### src/rtl/core/prdt_pkg.sv
// Shared types and constants for the prescaled reload down timer.
// Holds the bus mode codes, control bit positions, register indexes and the result type.
// Depends on nothing.
`timescale 1ns / 1ps
`default_nettype none

package prdt_pkg;

    // Field widths fixed by the bus interface.
    localparam int ModeBits     = 2;
    localparam int DataBits     = 16;
    localparam int PrescaleBits = 8;
    localparam int DivSelBits   = 3;
    localparam int DivCountBits = 5;
    localparam int CfgIndexBits = 2;

    typedef logic [ModeBits-1:0]     mode_t;
    typedef logic [DataBits-1:0]     data_t;
    typedef logic [PrescaleBits-1:0] prescale_t;
    typedef logic [DivSelBits-1:0]   div_sel_t;
    typedef logic [DivCountBits-1:0] div_count_t;
    typedef logic [CfgIndexBits-1:0] cfg_index_t;

    // Transaction modes on the input channel.
    localparam mode_t MODE_TICK      = 2'd0;
    localparam mode_t MODE_WR_CTRL   = 2'd1;
    localparam mode_t MODE_WR_BUFFER = 2'd2;
    localparam mode_t MODE_RD_COUNT  = 2'd3;

    // Control word bit positions.
    localparam int CTRL_START_BIT  = 0;
    localparam int CTRL_LOAD_BIT   = 1;
    localparam int CTRL_RELOAD_BIT = 3;

    // Configuration register indexes.
    localparam cfg_index_t REG_PRESCALE = 2'd0;
    localparam cfg_index_t REG_DIV_SEL  = 2'd1;

    // Largest divider select honored; anything above divides by 32.
    localparam div_sel_t DIV_SEL_MAX = 3'd4;

    // One result transaction.
    typedef struct packed {
        data_t read_data;
        logic  irq;
        logic  running;
    } result_t;

endpackage

`default_nettype wire

### src/rtl/core/prescaled_reload_down_timer.sv
// Prescaled reload down timer: one timer channel with prescaler, divider and down counter.
// A two-entry output stage decouples the result channel from the input channel.
// Depends on prdt_pkg.
`timescale 1ns / 1ps
`default_nettype none

// The block takes one transaction per clock cycle while its skid register is empty and
// answers each with exactly one result transaction, registered in the output register or,
// while the consumer stalls, in the skid register. A transaction is a clock tick (mode 0),
// a control write (mode 1), a count buffer write (mode 2) or a count read (mode 3). Ticks
// only advance the prescaler and divider while the timer runs; each divider wrap
// decrements the count, and reaching zero raises irq in that tick's result and either
// reloads from the buffer or stops the timer. All state updates for a transaction happen
// in the cycle it is accepted, so throughput is one transaction per cycle while the skid
// register is empty; the skid register lets s_ready stay high for one more transaction
// when the consumer stalls. Configuration writes (index 0 prescale, index 1 divider
// select) are ready whenever the block is out of reset and should be issued only while
// no result is pending. Both ready outputs are low while aresetn is asserted.
module prescaled_reload_down_timer #(
    parameter int COUNT_BITS = 16
) (
    input  wire logic                    aclk,
    input  wire logic                    aresetn,
    // Input channel
    input  wire logic                    s_valid,
    output logic                         s_ready,
    input  wire prdt_pkg::mode_t         s_mode,
    input  wire prdt_pkg::data_t         s_write_data,
    // Result channel
    output logic                         m_valid,
    input  wire logic                    m_ready,
    output prdt_pkg::data_t              m_read_data,
    output logic                         m_irq,
    output logic                         m_running,
    // Configuration write channel
    input  wire logic                    cfg_valid,
    output logic                         cfg_ready,
    input  wire prdt_pkg::cfg_index_t    cfg_index,
    input  wire prdt_pkg::prescale_t     cfg_data
);
    import prdt_pkg::*;

    localparam int WideBits = (COUNT_BITS > DataBits) ? COUNT_BITS : DataBits;

    // Configuration registers.
    prescale_t               prescale_reg;
    div_sel_t                div_sel_reg;

    // Timer state.
    prescale_t               ps_count_reg,   ps_count_next;
    div_count_t              div_count_reg,  div_count_next;
    logic [COUNT_BITS-1:0]   down_count_reg, down_count_next;
    logic [COUNT_BITS-1:0]   buffer_reg,     buffer_next;
    logic                    run_reg,        run_next;
    logic                    reload_reg,     reload_next;

    // Output stage.
    logic                    out_valid_reg;
    result_t                 out_reg;
    logic                    skid_valid_reg;
    result_t                 skid_reg;

    logic                    s_accept;
    logic                    out_free;
    result_t                 result;

    logic [WideBits-1:0]     data_wide;
    logic [WideBits-1:0]     count_wide;
    div_sel_t                sel_clamped;
    div_count_t              div_limit;
    logic                    ps_wrap;
    logic                    timer_tick;
    logic [COUNT_BITS-1:0]   count_dec;

    assign cfg_ready = aresetn;
    assign s_ready   = aresetn && !skid_valid_reg;
    assign s_accept  = s_valid && s_ready;
    assign out_free  = !out_valid_reg || m_ready;

    assign m_valid     = out_valid_reg;
    assign m_read_data = out_reg.read_data;
    assign m_irq       = out_reg.irq;
    assign m_running   = out_reg.running;

    // Configuration writes; indexes beyond the register list are ignored.
    always_ff @(posedge aclk) begin
        if (!aresetn) begin
            prescale_reg <= '0;
            div_sel_reg  <= '0;
        end else if (cfg_valid && cfg_ready) begin
            unique case (cfg_index)
                REG_PRESCALE: prescale_reg <= cfg_data;
                REG_DIV_SEL:  div_sel_reg  <= cfg_data[DivSelBits-1:0];
                default:      ;
            endcase
        end
    end

    // Divider terminal count: 2^(select+1) - 1 with the select clamped to four.
    always_comb begin
        sel_clamped = (div_sel_reg > DIV_SEL_MAX) ? DIV_SEL_MAX : div_sel_reg;
        div_limit   = div_count_t'((6'd2 << sel_clamped) - 6'd1);
    end

    // Width adaptation between the 16-bit bus and the counter width.
    assign data_wide  = WideBits'(s_write_data);
    assign count_wide = WideBits'(down_count_reg);

    // Next state and result for the transaction on the input channel.
    always_comb begin
        ps_count_next   = ps_count_reg;
        div_count_next  = div_count_reg;
        down_count_next = down_count_reg;
        buffer_next     = buffer_reg;
        run_next        = run_reg;
        reload_next     = reload_reg;
        result          = '0;

        ps_wrap    = ps_count_reg >= prescale_reg;
        timer_tick = 1'b0;
        count_dec  = (down_count_reg != '0) ? down_count_reg - 1'b1 : '0;

        case (s_mode)
            MODE_TICK: begin
                if (run_reg) begin
                    if (ps_wrap) begin
                        ps_count_next = '0;
                        if (div_count_reg >= div_limit) begin
                            div_count_next = '0;
                            timer_tick     = 1'b1;
                        end else begin
                            div_count_next = div_count_reg + 1'b1;
                        end
                    end else begin
                        ps_count_next = ps_count_reg + 1'b1;
                    end
                end
                // A tick that leaves the count at zero is an expiry.
                if (timer_tick) begin
                    down_count_next = count_dec;
                    if (count_dec == '0) begin
                        result.irq = 1'b1;
                        if (reload_reg) begin
                            down_count_next = buffer_reg;
                        end else begin
                            run_next = 1'b0;
                        end
                    end
                end
            end
            MODE_WR_CTRL: begin
                reload_next = s_write_data[CTRL_RELOAD_BIT];
                if (s_write_data[CTRL_LOAD_BIT]) begin
                    down_count_next = buffer_reg;
                end
                run_next = s_write_data[CTRL_START_BIT];
            end
            MODE_WR_BUFFER: begin
                buffer_next = data_wide[COUNT_BITS-1:0];
            end
            default: begin
                result.read_data = count_wide[DataBits-1:0];
            end
        endcase

        result.running = run_next;
    end

    // Timer state update on each accepted transaction.
    always_ff @(posedge aclk) begin
        if (!aresetn) begin
            ps_count_reg   <= '0;
            div_count_reg  <= '0;
            down_count_reg <= '0;
            buffer_reg     <= '0;
            run_reg        <= 1'b0;
            reload_reg     <= 1'b0;
        end else if (s_accept) begin
            ps_count_reg   <= ps_count_next;
            div_count_reg  <= div_count_next;
            down_count_reg <= down_count_next;
            buffer_reg     <= buffer_next;
            run_reg        <= run_next;
            reload_reg     <= reload_next;
        end
    end

    // Output register with a skid register behind it.
    always_ff @(posedge aclk) begin
        if (!aresetn) begin
            out_valid_reg  <= 1'b0;
            skid_valid_reg <= 1'b0;
        end else if (s_accept) begin
            // The skid register is empty whenever a transaction is accepted.
            if (out_free) begin
                out_valid_reg <= 1'b1;
            end else begin
                skid_valid_reg <= 1'b1;
            end
        end else if (out_free) begin
            out_valid_reg  <= skid_valid_reg;
            skid_valid_reg <= 1'b0;
        end
    end

    always_ff @(posedge aclk) begin
        if (s_accept) begin
            if (out_free) begin
                out_reg <= result;
            end else begin
                skid_reg <= result;
            end
        end else if (out_free && skid_valid_reg) begin
            out_reg <= skid_reg;
        end
    end

endmodule

`default_nettype wire

### config.mk
export PLATFORM = sky130hd
export DESIGN_NAME = prescaled_reload_down_timer
export DESIGN_NICKNAME = d
export VERILOG_FILES = /design/src/rtl/core/prdt_pkg.sv /design/src/rtl/core/prescaled_reload_down_timer.sv
export SDC_FILE = /design/constraint.sdc
export NUM_CORES = 1
export LEC_CHECK = 0
export ABC_AREA = 1
export BUFFER_PORTS_ARGS = -buffer_cell sky130_fd_sc_hd__buf_2
export CORE_MARGIN = 2
export CORE_UTILIZATION = 53
export CTS_CLUSTER_SIZE = 8
export DETAILED_ROUTE_END_ITERATION = 16
export HOLD_SLACK_MARGIN = 0.05
export PLACE_DENSITY = 0.76
export SLEW_MARGIN = 30
export SYNTH_ARGS = -nofsm -noshare
export SYNTH_HDL_FRONTEND = slang
export SYNTH_SLANG_ARGS = --single-unit
### constraint.sdc
create_clock -name aclk -period 2.67 [get_ports aclk]
set_input_delay 0.801 -clock aclk [delete_from_list [all_inputs] [get_ports aclk]]
set_output_delay 0.801 -clock aclk [all_outputs]
set_load 0.1 [all_outputs]
Yosys cells after proc, flatten, opt, wreduce, memory -nomap -nowiden
Index checks and enable logic that the tools add are counted.
{"block": "classes", "addsub": 4, "n_lt_le_gt_ge": 3, "n_eq_ne": 7, "n_bitwise": 1, "reduce_logical": 25, "muxes": 30, "n_shift": 1}
{"cell": "$mux 16", "n": 6}
{"cell": "$mux 18", "n": 3}
{"cell": "$pmux 16 s2", "n": 1}
{"cell": "$logic_not 16->1", "n": 1}
{"cell": "$mux 1", "n": 16}
{"cell": "$reduce_bool 16->1", "n": 1}
{"cell": "$sub 16x1->16 const B", "n": 1}
{"cell": "$reduce_and 2->1", "n": 7}
{"cell": "$add 8x1->8 const B", "n": 1}
{"cell": "$ge 8x8->1", "n": 1}
{"cell": "$mux 8", "n": 1}
{"cell": "$reduce_and 4->1", "n": 2}
{"cell": "$reduce_bool 2->1", "n": 3}
{"cell": "$add 5x1->5 const B", "n": 1}
{"cell": "$ge 5x5->1", "n": 1}
{"cell": "$mux 5", "n": 1}
{"cell": "$shl 2x3->5 const A", "n": 1}
{"cell": "$sub 5x1->5 const B", "n": 1}
{"cell": "$eq 2x1->1 const B", "n": 2}
{"cell": "$logic_and 1x1->1", "n": 4}
{"cell": "$logic_not 2->1", "n": 2}
{"cell": "$ne 2x1->1 const B", "n": 2}
{"cell": "$ne 2x2->1 const B", "n": 2}
{"cell": "$gt 3x3->1 const B", "n": 1}
{"cell": "8 further kinds", "n": 9}
{"block": "totals", "wordCells": 87, "regBits": 96}

Longest topological paths before layout
{"block": "depth", "word_depth": 13, "depth_mapped": 18}

Least setup slack after synthesis
Ideal clock, no wire load.
{"block": "synth_timing", "path_kind": "input -> register", "from": "input aresetn", "to": "register skid_reg[0] (netlist bit), enable pin", "path_buffers": 2, "setup_ps": 376, "stages": 7, "path_slack_ps": -952, "arrival_ps": 3246, "required_ps": 2294, "cell_sequence": "inv_2 -> nor2_2 -> nand2_1 -> inv_2 -> clkbuf_1 -> clkbuf_1 -> ha_1"}
{"block": "synth_via", "elab_chain_cells": 3}
{"item": "start: declaration", "line": "prescaled_reload_down_timer.sv:23", "rtl": "input wire logic aresetn,"}
{"item": "$logic_and 1x1->1", "line": "prescaled_reload_down_timer.sv:76", "rtl": "assign s_ready = aresetn && !skid_valid_reg;"}
{"item": "via s_ready", "line": "prescaled_reload_down_timer.sv:26", "rtl": "output logic s_ready,"}
{"item": "$logic_and 1x1->1", "line": "prescaled_reload_down_timer.sv:77", "rtl": "assign s_accept = s_valid && s_ready;"}
{"item": "via s_accept", "line": "prescaled_reload_down_timer.sv:63", "rtl": "logic s_accept;"}
{"item": "$reduce_and 2->1 (no line)"}
{"item": "end signal: assignment", "line": "prescaled_reload_down_timer.sv:211", "rtl": "skid_reg <= result;"}
{"item": "end: declaration", "line": "prescaled_reload_down_timer.sv:61", "rtl": "result_t skid_reg;"}
The timed path passes the listed nets, and every way through them passes these cells.
A chain may end at the register's enable or synchronous reset.

Worst setup path in the final report
{"block": "layout_timing", "from": "register down_count_reg[0] (netlist: count_wide[0])", "to": "register down_count_reg[8] (netlist: count_wide[8])"}
{"block": "layout_via", "elab_chain_cells": 6}
{"item": "start: declaration", "line": "prescaled_reload_down_timer.sv:52", "rtl": "logic [COUNT_BITS-1:0] down_count_reg, down_count_next;"}
{"item": "start signal: assignment", "line": "prescaled_reload_down_timer.sv:181", "rtl": "down_count_reg <= down_count_next;"}
{"item": "$sub 16x1->16 / $reduce_bool 16->1 (equally long branches)", "line": "prescaled_reload_down_timer.sv:121", "rtl": "count_dec = (down_count_reg != '0) ? down_count_reg - 1'b1 : '0;"}
{"item": "$mux 16 *", "line": "prescaled_reload_down_timer.sv:121"}
{"item": "$logic_not 16->1 / $mux 16 (equally long branches)", "line": "prescaled_reload_down_timer.sv:141, prescaled_reload_down_timer.sv:143"}
{"item": "$mux 16 *", "line": "prescaled_reload_down_timer.sv:141", "rtl": "if (count_dec == '0) begin"}
{"item": "$mux 16 *", "line": "prescaled_reload_down_timer.sv:139", "rtl": "if (timer_tick) begin"}
{"item": "$pmux 16 s2 *", "line": "prescaled_reload_down_timer.sv:123", "rtl": "case (s_mode)"}
Mark *: on every way between the ends. The rest lies on a longest branch, timed or not. The select of a mux whose other input is x is not followed.

==> results_dict.tcl <==
set metrics [dict create \
    outcome "finished clean" \
    reg2reg_setup_slack_ps 190 \
    synth.avg_cell_area_um2 7.62 \
    p_switching_mw 1.07 \
    grt_usage_pct 21.5 \
    port_buffers 53 \
    ys_seq_area_share_pct 46.3 \
    synth_area_um2 4930 \
    routedLengthMet1_um 4820 \
    critical_path_buf_inv_count 3 \
    switching_share_pct 33.4 \
    hold-path-cell-count 2 \
    setup.worst_path.class "register to register" \
    cts_tree "done" \
    largest_reg_flops 18 \
    slew_headroom_pct 59.2 \
    ir_drop_mv 0.262 \
    final_area_um2 5540 \
    dpl-instance-area_um2 5330 \
    dp_hpwl_um 7710 \
    drt-total-wl_um 10400 \
    clkTransAtPathRegs_ps 110 \
    crit_required_ps 2920 \
    avgViaCountPerCell 5.19 \
    numCtsBuffers 9 \
    placed_cells 797 \
    initial_utilization_pct 53.9 \
    power_density_nw_per_um2 577 \
    dr.pass1.iters 5 \
    rsz0062_at_grt "false" \
    layout.nets 747 \
    ant_nets 0 \
    synth_top_family_by_area "simple AND/OR/NAND/NOR gates" \
    utilization_pct 60.5 \
    remaining_drc_errors 0 \
    period_share_pct 92.9 \
    die_h_um 100 \
    insertion_delay_ps 370 \
    fp.dieW_um 100 \
    drive_gt1_share_pct 16.2 \
    antenna_cells 0 \
    io-pin-count 54 \
    synth_cell_types 37 \
    cp-start-kind "register" \
    routedWlPerCell_um 12.8 \
    grt_pass1_wl_um 17600 \
    dieArea_um2 10100 \
    path_max_fanout 14 \
    pwr-share-clk_pct 29.4 \
    via_count 4224 \
    slowest_delay_ps 330 \
    leakagePower_nw 2.47 \
    cts_hold_buffers 0 \
    dr_wl_met3_um 626 \
    power_frac_comb_pct 21.0 \
    cap_violations 0 \
    drt-initial-drc-count 326 \
    grt_overflow 0 \
    cts_max_level 3 \
    path_cells "inv_2, ha_2, nand3_4, nor2_4, buf_4, nand2_1, nand2_1, nand3_2, nand2_1, nor2_1, nand2_1, nor2_4, nand2_4, nand2_4, inv_2, nor2_1, nor2_1, nor2_1" \
    synth_compound_gate_area_share_pct 10.5 \
    final_max_slew_viol_count 0 \
    clock-root-buffer "clkbuf_8" \
    synthMuxAreaShare_pct 0.228 \
    hold_class "register to register" \
    fin_crit_ps 2480 \
    crit_family "simple AND/OR/NAND/NOR gates" \
    yosys_warnings 0 \
    rows 35 \
    synth_fa_ha_area_share_pct 4.06 \
    clock_skew_ps 16.1 \
    min-delay-start "buffer_reg[8]" \
    clock-sinks 96 \
    synth-simple-area-share_pct 29.4 \
    cts_max_path_buffers 2 \
    arrival_ps 2740 \
    routabilityCongestion 0.903 \
    instances_no_fill 814 \
    whs_endpoint "buffer_reg[8]" \
    worstReg2RegStart "count_wide[0]" \
    met2_length_um 4660 \
    syn-instance-count 647 \
    syn-num-nets 696 \
    cp-end-kind "register" \
    finalHoldViolCount 0 \
    grt_max_degree 42 \
    synth_seq_cells 96 \
    routed.top_layer "met4" \
    rr_endpoint "count_wide[8]" \
    fmax_mhz 403 \
    tightest_slew_ps 611 \
    reg2reg_depth 18 \
    internal-power_mw 2.13 \
    core_um2 9150 \
    synth-xor-area-share_pct 1.07 \
    syn2layout_area_growth_pct 12.3 \
    worst_path_max_delay_cell "dfxtp_1" \
    timing.final.setup_violations 0 \
    tns_ps 0 \
    antenna_found_initial 0 \
    power_frac_seq_pct 49.5 \
    grt_pass1_vias 3847 \
]
layout by cell type, fill, tap and decap left out, drive strengths merged:
cell / synthesis / final
a21oi: 37 / 37
a31o: 1 / 1
a31oi: 2 / 2
a32o: 1 / 1
and2: 1 / 1
buf: 6 / 60
clkbuf: 14 / 9
clkinv: 0 / 2
dfxtp: 60 / 60
edfxtp: 36 / 36
ha: 16 / 16
inv: 84 / 89
mux2: 1 / 1
nand2: 145 / 145
nand3: 30 / 30
nand3b: 11 / 11
nand4: 4 / 4
nor2: 120 / 120
nor3: 10 / 10
nor3b: 3 / 3
o2111ai: 1 / 1
o211ai: 1 / 1
o21a: 1 / 1
o21ai: 55 / 55
or2: 1 / 1
xnor2: 3 / 3
xor2: 3 / 3
kinds of logic after synthesis:
logic type / Yosys count
xor+xnor: 6
mux: 1
buf+inv: 104
simple gates: 325
flops: 96
compound gates: 99
fa+ha+maj: 16
worst min-delay path: stages (launching register included):
cell	delay, ps
dfxtp_1	310
inv_1	60
a21oi_1	50
layout make-up:
type / count / area [um^2]
clock inverters: 7 / 71.3
well taps: 111 / 139
inverters: 84 / 315
multi-input cells: 447 / 2260
clock buffers: 9 / 124
repair buffers: 60 / 348
flip-flops and latches: 96 / 2280
fillers: 826 / 3610
power groups by stage:
stage               Sequential, mW  Combinational, mW  Clock [mW]
finish                        1.58              0.672       0.940
global route                  1.59              0.739        1.01
CTS                           1.58              0.660       0.950
global placement              1.61              0.645           0
detailed placement            1.62              0.656           0
floorplan                     1.75              0.393           0
cells in the mapped netlist (all sizes together):
library cell  number  area share, %
nor3b              3           0.46
mux2               1           0.23
inv               84            6.4
nor2             120             10
clkbuf            14            1.1
nand3b            11            1.7
o21ai             55            5.6
nor3              10            1.1
a21oi             37            3.8
buf                6            1.0
or2                1           0.13
o2111ai            1           0.18
a31o               1           0.18
nand2            145             12
ha                16            4.1
a32o               1           0.20
nand4              4           0.51
dfxtp             60             24
a31oi              2           0.25
edfxtp            36             22
xnor2              3           0.53
o211ai             1           0.15
o21a               1           0.15
xor2               3           0.53
nand3             30            3.7
and2               1           0.13
metrics by stage:
stage	hold slack [ps]	setup WS, ps	power (mW)
2_1_floorplan	430	13.3	2.14
3_3_place_gp	445	293	2.26
3_5_place_dp	448	156	2.27
4_1_cts	463	281	3.19
5_1_grt	487	1.28	3.33
6_report	460	188	3.19
repair_timing:
item                                    in CTS  in global routing
buffers inserted                             0                  1
endpoints found under the hold margin        0                  0
endpoints found under the setup margin       0                  3
gates resized for setup                      0                  2
layer usage:
layer	up-vias	track usage, %
met5	-	0
met4	0	8.96
met3	25	3.68
met2	142	34.3
met1	1869	29.0
li1	2188	-
how the worst max path moves through the flow:
stage | start | to | slack, ps | cells after the start
6_report | count_wide[0] | count_wide[8] | 190 | 18
5_1_grt | count_wide[1] | count_wide[7] | 1 | 16
4_1_cts | count_wide[0] | count_wide[9] | 280 | 16
3_5_place_dp | aresetn | div_count_reg[4] | 160 | 13
3_3_place_gp | aresetn | div_count_reg[4] | 290 | 13
2_1_floorplan | aresetn | skid_reg[0] | 10 | 7
No activity file was read; power rests on OpenSTA's default activity.
